[config.mk]
export PLATFORM = sky130hd
export DESIGN_NAME = rlp_prefix_encoder_top
export DESIGN_NICKNAME = d
export VERILOG_FILES = /design/src/design/rlpe_pkg.sv /design/src/design/rlp_prefix_encoder_top.sv /design/src/design/rlpe_front.sv /design/src/design/rlpe_queue.sv /design/src/design/rlpe_back.sv
export SDC_FILE = /design/constraint.sdc
export NUM_CORES = 1
export LEC_CHECK = 0
export BUFFER_PORTS_ARGS = -buffer_cell sky130_fd_sc_hd__buf_2
export CORE_MARGIN = 5
export CORE_UTILIZATION = 41
export CTS_BUF_LIST = sky130_fd_sc_hd__clkbuf_8
export DETAILED_ROUTE_END_ITERATION = 12
export PLACE_DENSITY = 0.68
export SYNTH_ARGS = -nofsm -noshare
export SYNTH_HDL_FRONTEND = slang
export SYNTH_SLANG_ARGS = --single-unit
[constraint.sdc]
create_clock -name clock -period 6.5 [get_ports clock]
set_input_delay 0.975 -clock clock [delete_from_list [all_inputs] [get_ports clock]]
set_output_delay 0.975 -clock clock [all_outputs]
set_load 0.01 [all_outputs]
[src/design/rlpe_pkg.sv]
// Shared types, constants and helper functions of the RLP prefix encoder.
package rlpe_pkg;

   localparam int SHORT_LIMIT = 56;
   localparam logic [7:0] STRING_OFFSET = 8'h80;
   localparam logic [7:0] LIST_OFFSET = 8'hC0;
   localparam logic [7:0] LONG_BASE = 8'd55;
   localparam logic [7:0] BYTE_MASK = 8'hFF;

   localparam int WORD_BYTES = 8;
   localparam int NBYTE_W = $clog2(WORD_BYTES + 1);
   localparam int SHIFT_W = $clog2(WORD_BYTES);

   localparam int QUEUE_DEPTH = 4;
   localparam int QPTR_W = $clog2(QUEUE_DEPTH);
   localparam int QCNT_W = $clog2(QUEUE_DEPTH + 1);

   typedef enum logic [1:0] {
      MODE_INT  = 2'd0,
      MODE_STR  = 2'd1,
      MODE_LIST = 2'd2,
      MODE_BYTE = 2'd3
   } mode_type;

   typedef struct packed {
      mode_type    mode;
      logic [63:0] value;
      logic [63:0] length;
      logic [7:0]  data_byte;
   } req_type;

   typedef struct packed {
      logic [7:0] out_byte;
      logic       last_byte;
   } rsp_type;

   // One queued transfer run: header byte, then nbody body bytes taken
   // from the top of body.
   typedef struct packed {
      logic [7:0]         head;
      logic [63:0]        body;
      logic [NBYTE_W-1:0] nbody;
   } job_type;

   typedef struct packed {
      logic full;
      logic empty;
   } qstat_type;

   // Significant byte count of v (0 when v is zero).
   function automatic logic [NBYTE_W-1:0] be_len(logic [63:0] v);
      logic [NBYTE_W-1:0] n;
      n = '0;
      for (int i = 0; i < WORD_BYTES; i++) begin
         if (v[i*8 +: 8] != 8'd0) begin
            n = NBYTE_W'(i + 1);
         end
      end
      return n;
   endfunction

   // Move the n significant bytes of v to the top of the word.
   function automatic logic [63:0] be_align(logic [63:0] v, logic [NBYTE_W-1:0] n);
      logic [SHIFT_W-1:0] sh;
      sh = SHIFT_W'(NBYTE_W'(WORD_BYTES) - n);
      return v << {sh, 3'b000};
   endfunction

endpackage

[src/design/rlp_prefix_encoder_top.sv]
// Top level of the RLP prefix encoder.
//
// Request channel (req_valid/req_ready/req_data) takes one item per transfer:
// an integer, a string or list header, or one payload byte. The response
// channel (rsp_valid/rsp_ready/rsp_data) delivers the encoding one byte per
// transfer, with last_byte set on the final byte of each item's run. A string
// header of length one whose byte is below 0x80 produces no bytes at all.
// The front end classifies an item in the cycle it is accepted and writes a
// job (header byte, aligned body bytes, body count) into a four-entry queue.
// The back end pops a job and emits its header and 0..8 body bytes through a
// registered output stage, one byte per cycle while rsp_ready does not stall it.
// A request's first byte passes through the queue, the run registers and the output register.
// Throughput: one output byte per cycle unless rsp_ready stalls, set by the single
// output register; single-byte items (payload bytes, small integers, short headers)
// sustain one item per cycle, and an item with n body bytes emits 1 + n bytes.
// req_ready drops only when the queue is full.
// Reset clears the queue and the output register; no item is in flight after.
// A stalled rsp_ready holds the current byte and backs up into the queue.
module rlp_prefix_encoder_top
   import rlpe_pkg::*;
(
   input  logic    clock,
   input  logic    reset,
   input  logic    req_valid,
   output logic    req_ready,
   input  req_type req_data,
   output logic    rsp_valid,
   input  logic    rsp_ready,
   output rsp_type rsp_data
);

   qstat_type q_stat;
   logic      push, pop;
   job_type   wr_job, rd_job;

   rlpe_front u_front (
      .req_valid (req_valid),
      .req_ready (req_ready),
      .req_data  (req_data),
      .q_stat    (q_stat),
      .push      (push),
      .job       (wr_job)
   );

   rlpe_queue u_queue (
      .clock  (clock),
      .reset  (reset),
      .push   (push),
      .wr_job (wr_job),
      .pop    (pop),
      .rd_job (rd_job),
      .q_stat (q_stat)
   );

   rlpe_back u_back (
      .clock     (clock),
      .reset     (reset),
      .rd_job    (rd_job),
      .q_stat    (q_stat),
      .pop       (pop),
      .rsp_valid (rsp_valid),
      .rsp_ready (rsp_ready),
      .rsp_data  (rsp_data)
   );

endmodule

[src/design/rlpe_front.sv]
// Front end: accepts request transfers and turns each into a queued byte run.
module rlpe_front
   import rlpe_pkg::*;
(
   input  logic      req_valid,
   output logic      req_ready,
   input  req_type   req_data,
   input  qstat_type q_stat,
   output logic      push,
   output job_type   job
);

   logic [NBYTE_W-1:0] n_value;
   logic [NBYTE_W-1:0] n_length;
   logic [7:0]         offset;
   logic               drop;

   always_comb begin
      n_value = be_len(req_data.value);
      n_length = be_len(req_data.length);
      offset = (req_data.mode == MODE_LIST) ? LIST_OFFSET : STRING_OFFSET;
      drop = 1'b0;
      job.head = req_data.data_byte;
      job.body = '0;
      job.nbody = '0;
      unique case (req_data.mode)
         MODE_INT: begin
            if (req_data.value == 64'd0) begin
               job.head = STRING_OFFSET;
            end else if (req_data.value < 64'(STRING_OFFSET)) begin
               job.head = req_data.value[7:0];
            end else begin
               job.head = STRING_OFFSET + 8'(n_value);
               job.body = be_align(req_data.value, n_value);
               job.nbody = n_value;
            end
         end
         MODE_STR, MODE_LIST: begin
            if (req_data.mode == MODE_STR && req_data.length == 64'd1 &&
                req_data.data_byte < STRING_OFFSET) begin
               drop = 1'b1;
            end
            if (req_data.length < 64'(SHORT_LIMIT)) begin
               job.head = (offset + req_data.length[7:0]) & BYTE_MASK;
            end else begin
               job.head = offset + LONG_BASE + 8'(n_length);
               job.body = be_align(req_data.length, n_length);
               job.nbody = n_length;
            end
         end
         MODE_BYTE: begin
            job.head = req_data.data_byte;
         end
         default: begin
            job.head = req_data.data_byte;
         end
      endcase
      req_ready = !q_stat.full;
      push = req_valid && req_ready && !drop;
   end

endmodule

[src/design/rlpe_queue.sv]
// Short job queue between the front end and the byte emitter.
module rlpe_queue
   import rlpe_pkg::*;
(
   input  logic      clock,
   input  logic      reset,
   input  logic      push,
   input  job_type   wr_job,
   input  logic      pop,
   output job_type   rd_job,
   output qstat_type q_stat
);

   job_type            mem_ff [QUEUE_DEPTH];
   logic [QPTR_W-1:0]  wr_ptr_ff, wr_ptr_in;
   logic [QPTR_W-1:0]  rd_ptr_ff, rd_ptr_in;
   logic [QCNT_W-1:0]  cnt_ff, cnt_in;
   logic               do_push, do_pop;

   always_comb begin
      q_stat.full = (cnt_ff == QCNT_W'(QUEUE_DEPTH));
      q_stat.empty = (cnt_ff == '0);
      do_push = push && !q_stat.full;
      do_pop = pop && !q_stat.empty;
      wr_ptr_in = do_push ? wr_ptr_ff + 1'b1 : wr_ptr_ff;
      rd_ptr_in = do_pop ? rd_ptr_ff + 1'b1 : rd_ptr_ff;
      cnt_in = cnt_ff;
      if (do_push && !do_pop) begin
         cnt_in = cnt_ff + 1'b1;
      end else if (do_pop && !do_push) begin
         cnt_in = cnt_ff - 1'b1;
      end
      rd_job = mem_ff[rd_ptr_ff];
   end

   always_ff @(posedge clock) begin
      if (do_push) begin
         mem_ff[wr_ptr_ff] <= wr_job;
      end
   end

   always_ff @(posedge clock) begin
      if (reset) begin
         wr_ptr_ff <= '0;
         rd_ptr_ff <= '0;
         cnt_ff <= '0;
      end else begin
         wr_ptr_ff <= wr_ptr_in;
         rd_ptr_ff <= rd_ptr_in;
         cnt_ff <= cnt_in;
      end
   end

   a_cnt_range: assert property (@(posedge clock) disable iff (reset)
      cnt_ff <= QCNT_W'(QUEUE_DEPTH))
      else $error("queue count out of range");

   a_ptr_match: assert property (@(posedge clock) disable iff (reset)
      (cnt_ff == '0 || cnt_ff == QCNT_W'(QUEUE_DEPTH)) |-> rd_ptr_ff == wr_ptr_ff)
      else $error("queue pointers disagree with count");

endmodule

[src/design/rlpe_back.sv]
// Back end: emits each queued run one byte per transfer through an output register.
module rlpe_back
   import rlpe_pkg::*;
(
   input  logic      clock,
   input  logic      reset,
   input  job_type   rd_job,
   input  qstat_type q_stat,
   output logic      pop,
   output logic      rsp_valid,
   input  logic      rsp_ready,
   output rsp_type   rsp_data
);

   logic               busy_ff, busy_in;
   logic               hdr_ff, hdr_in;
   logic [7:0]         head_ff, head_in;
   logic [63:0]        body_ff, body_in;
   logic [NBYTE_W-1:0] cnt_ff, cnt_in;
   logic               rsp_valid_ff, rsp_valid_in;
   rsp_type            rsp_data_ff, rsp_data_in;
   logic               load_out, advance, cur_last;
   logic [7:0]         cur_byte;

   always_comb begin
      load_out = !rsp_valid_ff || rsp_ready;
      cur_byte = hdr_ff ? head_ff : body_ff[63:56];
      cur_last = hdr_ff ? (cnt_ff == '0) : (cnt_ff == NBYTE_W'(1));
      advance = busy_ff && load_out;
      pop = !q_stat.empty && (!busy_ff || (advance && cur_last));

      busy_in = busy_ff;
      hdr_in = hdr_ff;
      head_in = head_ff;
      body_in = body_ff;
      cnt_in = cnt_ff;
      if (advance) begin
         if (hdr_ff) begin
            hdr_in = 1'b0;
         end else begin
            body_in = body_ff << 8;
            cnt_in = cnt_ff - 1'b1;
         end
         if (cur_last) begin
            busy_in = 1'b0;
         end
      end
      if (pop) begin
         busy_in = 1'b1;
         hdr_in = 1'b1;
         head_in = rd_job.head;
         body_in = rd_job.body;
         cnt_in = rd_job.nbody;
      end

      rsp_valid_in = load_out ? busy_ff : rsp_valid_ff;
      rsp_data_in = rsp_data_ff;
      if (advance) begin
         rsp_data_in.out_byte = cur_byte;
         rsp_data_in.last_byte = cur_last;
      end
      rsp_valid = rsp_valid_ff;
      rsp_data = rsp_data_ff;
   end

   always_ff @(posedge clock) begin
      head_ff <= head_in;
      body_ff <= body_in;
      rsp_data_ff <= rsp_data_in;
   end

   always_ff @(posedge clock) begin
      if (reset) begin
         busy_ff <= 1'b0;
         hdr_ff <= 1'b0;
         cnt_ff <= '0;
         rsp_valid_ff <= 1'b0;
      end else begin
         busy_ff <= busy_in;
         hdr_ff <= hdr_in;
         cnt_ff <= cnt_in;
         rsp_valid_ff <= rsp_valid_in;
      end
   end

   a_body_left: assert property (@(posedge clock) disable iff (reset)
      (busy_ff && !hdr_ff) |-> (cnt_ff != '0 && cnt_ff <= NBYTE_W'(WORD_BYTES)))
      else $error("body phase without bytes left");

   a_pop_loads: assert property (@(posedge clock) disable iff (reset)
      pop |=> (busy_ff && hdr_ff))
      else $error("popped job not started with header");

   a_pop_idle: assert property (@(posedge clock) disable iff (reset)
      (pop && busy_ff) |-> (load_out && cur_last))
      else $error("pop while a run is still open");

endmodule
==> run summary <==
=================================================================================
Outcome                                                              finished, final reports clean
Final cycle utilization of the critical path                                0.719
Lkg Pwr                                                                   7.85 nW
Power density relative to cell area                                    354 nW/µm²
Met3 track demand over resource in global routing                          0.0585
Global-route total usage across every layer                                 0.222
Unique masters post-synth                                                      71
Clock Skews                                                               44.5 ps
Total global routing overflow                                                   0
Worst Setup End Kind                                                    flip-flop
Worst-Skew Late Latency                                                    630 ps
Maximum fanout along the worst path                                            12
Antenna violations before repair                                                4
Most used cells in the layout excluding fill and tap cells           edfxtp_1 (385), nand2_1 (259), buf_2 (152), mux2i_1 (105), mux4_2 (94)
Cell area after synthesis                                               19700 µm²
Syn Inst Count                                                               1446
Summed negative setup slack over all endpoints                               0 ps
R2R Path Start                                                       u_back.hdr_ff
Most heavily used metal layer in global routing                              met2
Placed Area                                                             21000 µm²
First-pass iteration count of the detailed router                               6
Via count normalized by instance count                                       6.12
Setup-violating endpoint count in the final report                              0
Yosys warnings                                                                  0
Resized Gates After CTS                                                         0
Fraction of the mapped netlist area in compound gates                      0.0851
Width of the die                                                           229 µm
RePlAce Congestion                                                           1.01
Area of the core                                                        47600 µm²
Total clock buffers created by CTS                                             59
Post-Synth XOR/XNOR Area                                                  0.00311
Die area                                                                52600 µm²
Maximum number of pins on one net before global-route repair                   64
Global-route wire length before repair                                   88800 µm
Count of maximum capacitance violations                                         0
Register bit total from synthesis                                             401
Capture instance of the worst register-to-register path              u_back.body_ff[53]
Tightest Hold Check Type                                               reg -> reg
Async set-reset flop share out of synthesis                                     0
Mean instance size in the synthesized netlist                            13.6 µm²
Worst min-delay path startpoint                                      u_back.body_ff[39]
Detailed-route via count                                                    13700
Most common library cell in the layout ignoring fill and taps            edfxtp_1
Total Routed Length                                                      60200 µm
Slew Limit Fails                                                                0
Worst voltage drop across the vdd grid                                 0.000277 V
Register clock-pin slew on the reported worst setup and hold paths          60 ps
Number of global-route vias before repair                                   13700
Wire length per cell                                                      26.8 µm
Primary flip-flop cell chosen by synthesis mapping                       edfxtp_1
Fraction of layout cells with a size suffix above 1                         0.233
Critical path type                                                      in -> reg
CTS tree                                                                     done
Count of H-tree levels built during CTS                                         2
Num ports                                                                     153
Measured slew at the worst slew-check pin                                 1260 ps
Number of routed nets with antenna violations                                   0
Global routing usage on met2                                                0.339
Final std cell area, no fill                                            22100 µm²
Crit path time final                                                      4670 ps
Number of hold-repair buffers added at the cts stage                            0
Setup repair after global routing missed its margin                            no
Initial detailed-routing violation count                                     1528
Initial cell density of the core                                            0.414
Nets@finish                                                                  1739
WP data required                                                          6940 ps
Number of setup buffers added after CTS                                         0
Multiplexer share of the synthesized area                                   0.165
Buffers on Ports                                                              152
Number of synthesized flops with an enable pin                                385
Fraction of the mapped netlist area in adder cells                         0.0105
Cells on worst reg2reg path                                                     8
Headroom to the max-slew limit                                              0.156
Critical Path AT                                                          5110 ps
Max frequency                                                           0.214 GHz
Synth Net Count                                                              1604
Root Driver                                                              clkbuf_8
Kind of launch point of the worst setup path                            input pin
Layout area overhead                                                        12.0%
Global-route met1 utilization                                               0.309
Max Root-Sink Buffers                                                           3
Hold Fails Final Rpt                                                            0
Flop2flop setup slack                                                     2920 ps
Dominant combinational cell family by area after synthesis           multiplexers
HPWL after detailed placement                                            42600 µm
Row count                                                                      80
Die extent in y                                                            229 µm
Clk sinks                                                                     401
Part of the Yosys area used for sequential elements                         0.602
Critical Path End                                                    u_queue.mem_ff[1][4]
Launch point of the worst path                                       req_data[132]
Synth Area in Simple Gates                                                  0.107
DRC violation count after routing                                               0
=================================================================================
==> per-layer routing <==
layer | part of all wire | vias to the layer above
met5 | 0.00068 | -
met4 | 0.039 | 6
met3 | 0.10 | 157
met2 | 0.45 | 764
met1 | 0.41 | 6877
li1 | - | 5937
==> critical path, stage by stage <==
cell and delay, ps:
buf_2 120, nor4_1 340, nand2_1 380, or3_1 510, o22ai_4 130, inv_2 60
ha_2 220, or3_1 370, o21ai_0 230, a31oi_1 70, buf_4 240, nor3_1 850
a22oi_1 310, nor2_1 290
==> per-stage QoR <==
step / hold slack (ps) / cells / setup slack (ps) / power (mW) / utilization
5_1_grt: 534 / 2243 / 1670 / 8.23 / 0.464
3_3_place_gp: 497 / 2135 / 1400 / 5.96 / 0.441
4_1_cts: 514 / 2243 / 1950 / 7.90 / 0.464
3_5_place_dp: 497 / 2135 / 1310 / 6.01 / 0.441
6_report: 511 / 2244 / 1830 / 7.83 / 0.464
2_1_floorplan: 473 / 1446 / 284 / 5.26 / -
==> state kept, by name, summed over array words and instances, names as in the netlist, 2 cells and up, named ones only <==
name	flops
u_queue.cnt_ff	3
u_queue.wr_ptr_ff	2
u_back.cnt_ff	4
u_queue.mem_ff	304
u_back.body_ff	64
u_back.head_ff	8
u_queue.rd_ptr_ff	2
u_back.rsp_data	9
==> synth_stat cells (3+ instances only) <==
cell type | number | area (µm²)
nor2_1 | 83 | 312
nor4_1 | 30 | 188
a211oi_1 | 28 | 210
nand2b_1 | 12 | 75.1
xor2_1 | 4 | 35.0
a21oi_1 | 45 | 225
a221o_1 | 7 | 70.1
buf_6 | 9 | 101
xnor2_1 | 3 | 26.3
o2bb2ai_1 | 8 | 70.1
edfxtp_1 | 385 | 11600
a22oi_1 | 43 | 323
mux2_2 | 8 | 90.1
o22a_1 | 8 | 70.1
ha_1 | 15 | 188
nand3b_1 | 4 | 30.0
buf_4 | 4 | 30.0
inv_1 | 11 | 41.3
nand2_1 | 260 | 976
or4_1 | 5 | 37.5
o22ai_1 | 14 | 87.6
a221oi_1 | 4 | 35.0
a221oi_2 | 3 | 45.0
o31ai_1 | 3 | 22.5
buf_2 | 14 | 70.1
nor2b_1 | 4 | 25.0
dfxtp_1 | 16 | 320
and2_1 | 7 | 43.8
or3_1 | 18 | 113
nand3_1 | 4 | 20.0
nand4_1 | 5 | 31.3
buf_1 | 8 | 30.0
clkbuf_1 | 65 | 244
o21ai_0 | 13 | 65.1
mux4_2 | 94 | 2120
and3_1 | 10 | 62.6
a32oi_1 | 4 | 35.0
a311oi_1 | 8 | 70.1
a31oi_1 | 22 | 138
mux2i_1 | 105 | 1050
nor3_1 | 13 | 65.1
o211ai_1 | 3 | 22.5
==> power breakdown <==
part           internal [mW]  switching, mW  total [mW]
logic                  0.771           1.34        2.11
clock network          0.966          0.927        1.89
registers               3.60          0.227        3.82
total                   5.33           2.50        7.83
==> cells by family (layout without fill, tap and decap cells) <==
group / Yosys count / in the layout
AO/OA/AOI/OAI: 233 / 233
XOR/XNOR: 7 / 7
adder cells (fa/ha/maj): 16 / 16
buffers and inverters: 114 / 296
flip-flops: 401 / 401
multiplexers: 207 / 207
other: 0 / 1
AND/OR/NAND/NOR: 468 / 468
==> cell type report <==
| type | instances | area (µm²) |
|---|---|---|
| diodes | 1 | 2.50 |
| clock buffers | 59 | 812 |
| clock inverters | 49 | 283 |
| fillers | 4215 | 25500 |
| inverters | 13 | 51.3 |
| multi-input cells | 931 | 7370 |
| flip-flops and latches | 401 | 11900 |
| well taps | 615 | 769 |
| repair buffers | 175 | 933 |
==> worst min path at each step <==
stage	end	slack (ps)	cells after the start
finish	u_back.body_ff[47]	510	2
floorplan	u_queue.cnt_ff[2]	470	2
global placement	u_back.body_ff[28]	500	2
CTS	u_back.body_ff[54]	510	2
detailed placement	u_back.body_ff[16]	500	2
global route	u_back.cnt_ff[1]	530	2
Power figures use the tool's default switching activity.
